==> src/rtl/abc_ram.sv <==
// ----------------------------------------------------------------------------
// abc_ram: generic simple dual-port RAM
// One write port and one read port, read data registered.
// ----------------------------------------------------------------------------
`default_nettype none

module abc_ram #(
    parameter int WIDTH = 8,
    parameter int DEPTH = 16,
    localparam int AW = (DEPTH > 1) ? $clog2(DEPTH) : 1
) (
    input  wire logic             i_clk,
    input  wire logic             i_we,
    input  wire logic [AW-1:0]    i_waddr,
    input  wire logic [WIDTH-1:0] i_wdata,
    input  wire logic [AW-1:0]    i_raddr,
    output logic      [WIDTH-1:0] o_rdata
);

    logic [WIDTH-1:0] r_mem [DEPTH];

    always_ff @(posedge i_clk) begin
        if (i_we) begin
            r_mem[i_waddr] <= i_wdata;
        end
        o_rdata <= r_mem[i_raddr];
    end

endmodule

`default_nettype wire

==> config.mk <==
export PLATFORM = sky130hd
export DESIGN_NAME = abc_ram
export DESIGN_NICKNAME = d
export VERILOG_FILES = /design/src/rtl/abc_ram.sv
export SDC_FILE = /design/constraint.sdc
export NUM_CORES = 1
export LEC_CHECK = 0
export BUFFER_PORTS_ARGS = -buffer_cell sky130_fd_sc_hd__buf_2
export CORE_MARGIN = 2
export CORE_UTILIZATION = 40
export CTS_BUF_LIST = sky130_fd_sc_hd__clkbuf_16
export DETAILED_ROUTE_END_ITERATION = 8
export GPL_TIMING_DRIVEN = 0
export PLACE_DENSITY = 0.59
export SLEW_MARGIN = 20
export SYNTH_ARGS = -nofsm -noshare
export SYNTH_HDL_FRONTEND = slang
export SYNTH_SLANG_ARGS = --single-unit
export TNS_END_PERCENT = 30
==> constraint.sdc <==
create_clock -name i_clk -period 3.5 [get_ports i_clk]
set_clock_uncertainty 0.05 [all_clocks]
set_input_delay 0.7 -clock i_clk [delete_from_list [all_inputs] [get_ports i_clk]]
set_output_delay 0.7 -clock i_clk [all_outputs]
set_load 0.02 [all_outputs]
# Word level (Yosys, flattened, before mapping)
# Memories as Yosys holds them, arrays and structs flattened. A register that Yosys moved wholly into a read port is not among the register bits.
# Index checks and enable logic that the tools add are counted.
# totals
mem_count,1
mem_bits_rw,128
inputBits,18
register_bits,0
output_inout_bits,8
# op_classes
mux,2
# mem_list
name,words,word_bits,rd,rd_ports_with_merged_regs,wr,line,source
r_mem,16,8,1,1,1,20,logic [WIDTH-1:0] r_mem [DEPTH];
# ops
operator,count
$mux W1,2

# Depth between registers and ports, before layout
# Gate-level depths: netlist of run 1.
# logic_depth
word_depth,2
depth_mapped,5

# Least setup slack after synthesis of run 1
# Ideal clock, no wire load.
# synth_path
kind,input -> register
start,in i_waddr[2]
end,mem r_mem[0][0] (enable)
path_stages,2
required_time_ns,3.067
slack_ns,1.257
arrival_time_ns,1.810
cell_sequence,or3b_2 > nor3_1
# synth_lines
item,line,source
"start, declared",14,"input wire logic [AW-1:0] i_waddr,"
"end, declared",20,
# Straight into the memory's write port.

# Worst setup path in the final report of run 1
# layout_path
start,in i_waddr[2]
end,mem r_mem[2][0] (enable)
# Straight into the memory's write port.

==> reports/summary.txt, run 1 <==
====================================================================================================
Post-synth ARST share                                                                             0%
Number of slew-limit violations in the final report                                                0
Number of I/O port buffers                                                                        24
Number of gates resized after CTS                                                                  0
Transition at the pin with the smallest max-transition slack                               0.8763 ns
Clock tree from TritonCTS                                                                      built
Height of the die                                                                           117.4 µm
Routability Congestion                                                                        0.6995
Final core utilization                                                                        48.39%
Share of final-layout standard cells stronger than drive strength 1                           30.53%
CTS sink cnt                                                                                     136
Count of routing violations after the opening detailed-route iteration                           185
Clock tree root buffer cell                                                             sky130_fd_sc_hd__clkbuf_16
Number of flops mapped to enable cells by yosys                                                  128
Die Width                                                                                   117.4 µm
Post-synthesis sequential area ratio                                                          77.78%
DRC violations left                                                                                0
Power after layout                                                                          3.741 mW
Antenna viol nets, final                                                                           0
Count leader, synth                                                                     sky130_fd_sc_hd__edfxtp_1
Wire length reported by the detailed router                                                  9914 µm
Minimum setup slack in the final design                                                     1.427 ns
Arrival time at the worst endpoint                                                           2.05 ns
Worst-case setup slack after placement                                                      1.025 ns
P_leak                                                                                      2.019 nW
Total die area                                                                           0.01379 mm²
Outcome                                                                                 finished, final reports clean
Power per standard cell area                                                            615.2 mW/mm²
Wire length of the first global-routing pass                                                15120 µm
Overflow left after global routing                                                                 0
Number of nets produced by synthesis                                                             247
Predominant post-synthesis flop cell                                                    sky130_fd_sc_hd__edfxtp_1
Number of synthesized register bits                                                              136
Insertion delay of the later-clocked pin in the worst-skew pair                              0.41 ns
DP Wirelength                                                                                6216 µm
Synth warnings                                                                                     0
Setup TNS                                                                                       0 ns
Via count of the first global-routing pass                                                      2448
Final worst path period share                                                                 59.24%
Commonest cells in the netlist                                                          sky130_fd_sc_hd__edfxtp_1 (128), sky130_fd_sc_hd__mux4_2 (18), sky130_fd_sc_hd__a22oi_1 (16), sky130_fd_sc_hd__mux4_1 (14), sky130_fd_sc_hd__nor2_1 (13)
Fraction of post-synthesis cell area in the top cell type by area                             74.67%
WP data required                                                                             3.47 ns
Count of TritonRoute iterations in the first routing pass                                          6
RSZ-0062 raised after global routing                                                              no
Maximum capacitance violations                                                                     0
Area of the core region                                                                  0.01257 mm²
Overall routing resource usage                                                                15.42%
Synth Cell Area                                                                         0.005147 mm²
Clock-pin slew reported for the worst setup and hold paths after clock tree synthesis        0.06 ns
Mapped Avg Cell Area                                                                       22.48 µm²
CTS Buffer Depth                                                                                   2
Number of vias after detailed routing                                                           2369
Io pins                                                                                           26
Number of standard cells after synthesis                                                         229
Detail-routed net length per standard cell                                                  21.69 µm
Class of the most critical hold timing path                                             flop to flop
H-Tree Depth                                                                                       4
Worst setup SP type                                                                     primary input
Starting density of the core                                                                  40.96%
Worst hold slack across all endpoints                                                      0.6350 ns
Largest net degree at the start of global routing                                                 17
Fmax achieved                                                                             0.4823 GHz
Leading post-synthesis cells by cell area                                               sky130_fd_sc_hd__edfxtp_1 (75%), sky130_fd_sc_hd__mux4_2 (7.9%), sky130_fd_sc_hd__mux4_1 (7.1%), sky130_fd_sc_hd__dfxtp_1 (3.1%), sky130_fd_sc_hd__a22oi_1 (2.3%)
Hold-fix buffers, CTS                                                                              0
Synth unique cells                                                                                19
Setup-violating endpoint count in the final report                                                 0
Max-slew headroom at the worst pin                                                            41.37%
Number of setup buffers added after CTS                                                            0
Net count reported at finish                                                                     290
Layout-stage area growth over the synthesis result                                            18.16%
Maximum VDD drop                                                                            372.1 µV
Total clock buffers created by CTS                                                                17
Clock period minus final worst setup slack                                                  2.073 ns
Antenna violations before repair                                                                   0
Antenna diode instance count                                                                       0
Final Hold Fails                                                                                   0
Yosys top cell by area                                                                  sky130_fd_sc_hd__edfxtp_1
Sort of element at the end of the critical path                                                 flop
Via-to-Cell Ratio                                                                              5.184
Row Count                                                                                         41
Start-to-end type of the worst setup path                                               primary input to flop
Biggest fanout along the worst timing path                                                         8
====================================================================================================
-- layout by cell type, fill, tap and decap left out, drive strengths merged --
cell and n:
a22oi 16, and2 1, and2b 1, buf 31, bufinv 2, clkbuf 17, clkdlybuf4s25 3, clkinv 2
clkinvlp 5, dfxtp 8, edfxtp 128, inv 6, mux4 32, nand2 9, nand2b 2, nand3 1
nand3b 2, nor2 13, nor2b 1, nor3 4, or3b 1
-- registers in the layout (all words and copies together), names as in the netlist --
signal	count
o_rdata	8
r_mem	128
-- final timing paths --
path / cells after the start / slack, ns / end / start
max: 3 / 1.43 / r_mem[2][0]$_DFFE_PP_ / i_waddr[2]
max reg2reg: 3 / 2.07 / o_rdata[7]$_DFF_P_ / r_mem[2][7]$_DFFE_PP_
min: 3 / 0.64 / o_rdata[7]$_DFF_P_ / r_mem[11][7]$_DFFE_PP_
min reg2reg: 3 / 0.64 / o_rdata[7]$_DFF_P_ / r_mem[11][7]$_DFFE_PP_
-- metrics by stage --
stage / cell area [µm²] / std cells
2_1_floorplan: 5147 / 229
3_3_place_gp: 5483 / 425
3_5_place_dp: 5503 / 425
4_1_cts: 6082 / 457
5_1_grt: 6082 / 457
6_report: 6082 / 457
-- worst max-delay path, cell delays in order --
cell                     delay [ns]
sky130_fd_sc_hd__buf_2         0.12
sky130_fd_sc_hd__or3b_2        0.53
sky130_fd_sc_hd__nor2_1        0.69
-- cell families (layout without fill, tap and decap cells) --
logic type / count (synthesis) / count (layout) / synth area share, %
muxes: 32 / 32 / 15.02
buffers and inverters: 10 / 66 / 1.677
AOI/OAI and AO/OA: 16 / 16 / 2.334
and+or+nand+nor: 35 / 35 / 3.184
DFF: 136 / 136 / 77.78
-- metal layers --
metal	GRT usage, %	up-vias	share of wire (%)
met5	0	-	0
met4	5.422	0	1.5
met3	3.794	11	4.5
met2	23.61	71	48
met1	21.75	1224	46
li1	-	1063	-
-- cell type report --
| type | count | area [µm²] |
|---|---|---|
| Buffer | 10 | 86.33 |
| Clock buffer | 17 | 425.4 |
| Clock inverter | 15 | 153.9 |
| Fill cell | 1031 | 6486 |
| Multi-Input combinational cell | 83 | 1077 |
| Sequential cell | 136 | 4004 |
| Tap cell | 172 | 215.2 |
| Timing Repair Buffer | 24 | 120.1 |
-- report_power, final --
group          internal, mW  switching [mW]
sequential             1.82         0.00806
clock                  1.05           0.676
combinational        0.0726           0.113
total                  2.94           0.797
Power figures use the tool's default switching activity.
==> inputs of run 2 (changes only) <==
--- a/config.mk
+++ b/config.mk
@@ -11,7 +11,7 @@
 export CTS_BUF_LIST = sky130_fd_sc_hd__clkbuf_16
 export DETAILED_ROUTE_END_ITERATION = 8
 export GPL_TIMING_DRIVEN = 0
-export PLACE_DENSITY = 0.59
+export PLACE_DENSITY = 0.61
 export SLEW_MARGIN = 20
 export SYNTH_ARGS = -nofsm -noshare
 export SYNTH_HDL_FRONTEND = slang
==> constraint.sdc (replaced) <==
create_clock -name i_clk -period 1.9 [get_ports i_clk]
set_clock_uncertainty 0.05 [all_clocks]
set_input_delay 0.38 -clock i_clk [delete_from_list [all_inputs] [get_ports i_clk]]
set_output_delay 0.38 -clock i_clk [all_outputs]
set_load 0.02 [all_outputs]
==> reports/summary.txt, run 2 (synthesis gave the netlist of run 1 again) <==
====================================================================================================
Worst reg-to-reg setup slack                                                                 0.40 ns   -1.67 ns
Total placed cells including tap cells                                                           425   unchanged
Worst reg2reg path startpoint                                                           r_mem[5][0]$_DFFE_PP_
Outcome                                                                                 finished, final reports clean
Minimum setup slack in the final design                                                    0.1566 ns   -1.270 ns
Via-to-Cell Ratio                                                                              5.208   +0.46%
Wire length of the first global-routing pass                                                14760 µm   -2.4%
Insertion delay of the later-clocked pin in the worst-skew pair                              0.41 ns   about the same
Area of the core region                                                                  0.01257 mm²   unchanged
Area after DPL                                                                          0.005503 mm²   unchanged
Most flops, register                                                                           r_mem
Number of vias after detailed routing                                                           2380   +0.46%
Clock period minus final worst setup slack                                                  1.743 ns
Arrival time at the worst endpoint                                                           1.72 ns   -0.33 ns
Maximum capacitance violations                                                                     0   unchanged
Total die area                                                                           0.01379 mm²   unchanged
WP data required                                                                             1.88 ns   -1.59 ns
Fmax achieved                                                                             0.5736 GHz
Power after layout                                                                          6.399 mW   +71%
Wire length reported by the detailed router                                                  9720 µm   -2.0%
CTS Buffer Depth                                                                                   2   unchanged
Antenna diode instance count                                                                       0   unchanged
Cell breakdown of the critical path                                                     buf_2 > or3b_2 > nor2_1
Final worst path period share                                                                 91.76%
Starting density of the core                                                                  40.96%   unchanged
Row Count                                                                                         41   unchanged
Detail-routed net length per standard cell                                                  21.27 µm   -2.0%
WHS Path Cells                                                                                     1   -2
Total clock buffers created by CTS                                                                17   unchanged
Worst setup SP type                                                                     primary input
Origin of the worst min-delay path                                                        i_wdata[5]
Leading cell type in the layout, fill and taps excluded                                 sky130_fd_sc_hd__edfxtp_1
Setup TNS                                                                                       0 ns   unchanged
CP max stage cell                                                                       sky130_fd_sc_hd__nor2_1
Number of slew-limit violations in the final report                                                0   unchanged
DP Wirelength                                                                                6080 µm   -2.2%
Antenna viol nets, final                                                                           0   unchanged
Class of the most critical hold timing path                                             primary input to flop
Overflow left after global routing                                                                 0   unchanged
Antenna violations before repair                                                                   0   unchanged
Number of I/O port buffers                                                                        24   unchanged
Hold-critical path endpoint                                                             r_mem[15][5]$_DFFE_PP_
Worst stage delay on the critical path                                                       0.69 ns   about the same
Worst hold slack across all endpoints                                                      0.3231 ns   -0.3119 ns
Sort of element at the end of the critical path                                                 flop
P_leak                                                                                      2.012 nW   -0.33%
Power per standard cell area                                                             1068 mW/mm²   +74%
Setup-violating endpoint count in the final report                                                 0   unchanged
Clock-pin slew reported for the worst setup and hold paths after clock tree synthesis        0.06 ns   about the same
Overall routing resource usage                                                                15.13%   -0.29 points
Number of flip-flops under the largest register name                                             128   unchanged
Via count of the first global-routing pass                                                      2371   -3.1%
Transition at the pin with the smallest max-transition slack                               0.8679 ns   -0.008356 ns
Die Width                                                                                   117.4 µm   unchanged
Total of fill cells in the finished design                                                      1032   +0.097%
Share of final-layout standard cells stronger than drive strength 1                           27.37%   -3.2 points
Cell depth of the worst flop-to-flop path                                                          3   unchanged
Largest net degree at the start of global routing                                                 17   unchanged
DRC violations left                                                                                0   unchanged
Number of gates resized after CTS                                                                  0   unchanged
Net count reported at finish                                                                     290   unchanged
Final core utilization                                                                        47.66%   -0.74 points
Routability Congestion                                                                        0.6941   -0.77%
Count of TritonRoute iterations in the first routing pass                                          4   -2
Count of routing violations after the opening detailed-route iteration                           149   -19%
H-Tree Depth                                                                                       4   unchanged
Number of setup buffers added after CTS                                                            0   unchanged
Largest registers                                                                       r_mem x128, o_rdata x8
Final Hold Fails                                                                                   0   unchanged
Start-to-end type of the worst setup path                                               primary input to flop
Final Non-Filler Cells                                                                           457   unchanged
Biggest fanout along the worst timing path                                                         8   unchanged
RSZ-0062 raised after global routing                                                              no
Most frequent cells in the layout                                                       sky130_fd_sc_hd__edfxtp_1 (128), sky130_fd_sc_hd__buf_2 (27), sky130_fd_sc_hd__mux4_2 (18)
Worst-case setup slack after placement                                                    -0.3084 ns   -1.334 ns
Clock tree root buffer cell                                                             sky130_fd_sc_hd__clkbuf_16
Capture instance of the worst register-to-register path                                 o_rdata[0]$_DFF_P_
CTS sink cnt                                                                                     136   unchanged
Layout-stage area growth over the synthesis result                                            16.36%
Io pins                                                                                           26   unchanged
Final design instance area without fill                                                 0.005989 mm²   -1.5%
Maximum VDD drop                                                                            581.4 µV   +56%
Hold-fix buffers, CTS                                                                              0   unchanged
Height of the die                                                                           117.4 µm   unchanged
Max-slew headroom at the worst pin                                                            41.93%   +0.56 points
Clock tree from TritonCTS                                                                      built
====================================================================================================
[run 2: changes by cell type in the layout (fill, tap and decap cells not counted)]
| cell | change |
|---|---|
| sky130_fd_sc_hd__clkinvlp_4 | -5 |
| sky130_fd_sc_hd__bufinv_16 | -2 |
| sky130_fd_sc_hd__clkinv_4 | -1 |
| sky130_fd_sc_hd__clkinv_2 | +3 |
| sky130_fd_sc_hd__clkinv_1 | +4 |
| sky130_fd_sc_hd__inv_6 | -4 |
| sky130_fd_sc_hd__inv_1 | +5 |
[run 2: critical path: cells and delay by family]
kind,cells,cell delay (ns)
simple gates,2,1.22
buf+inv,1,0.12
[run 2: how the worst max path moves through the flow]
| stage | from | end | slack (ns) |
|---|---|---|---|
| after global placement | i_waddr[2] | r_mem[8][2]$_DFFE_PP_ | -0.36 |
| after floorplan | i_waddr[2] | r_mem[3][0]$_DFFE_PP_ | 0.20 |
| after global routing | i_waddr[2] | r_mem[2][6]$_DFFE_PP_ | 0.07 |
| after detailed placement | i_waddr[2] | r_mem[2][1]$_DFFE_PP_ | -0.31 |
| after CTS | i_waddr[2] | r_mem[2][6]$_DFFE_PP_ | 0.12 |
| final | i_waddr[2] | r_mem[2][6]$_DFFE_PP_ | 0.16 |
[run 2: metal layers]
| metal | vias to the layer above | part of all wire (%) | GRT usage [%] |
|---|---|---|---|
| met3 | 13 | 3.8 | 4.523 |
| li1 | 1061 | - | - |
| met4 | 0 | 1.5 | 5.873 |
| met1 | 1254 | 48 | 21.37 |
| met5 | - | 0 | 0 |
| met2 | 52 | 47 | 22.22 |
[run 2: area by class of cell]
cell class | count | area, µm² | share of cell area (%)
Sequential cell | 136 | 4004 | 66.85
Clock inverter | 15 | 61.31 | 1.024
Multi-Input combinational cell | 83 | 1077 | 17.99
Buffer | 10 | 86.33 | 1.441
Tap cell | 172 | 215.2 | 3.593
Timing Repair Buffer | 24 | 120.1 | 2.005
Clock buffer | 17 | 425.4 | 7.103
[run 2: where the power goes]
| group | total, mW | leakage (nW) | switching [mW] | internal (mW) |
|---|---|---|---|---|
| sequential | 3.37 | 1.22 | 0.0142 | 3.36 |
| clock | 2.69 | 0.269 | 1.09 | 1.60 |
| combinational | 0.342 | 0.520 | 0.208 | 0.134 |
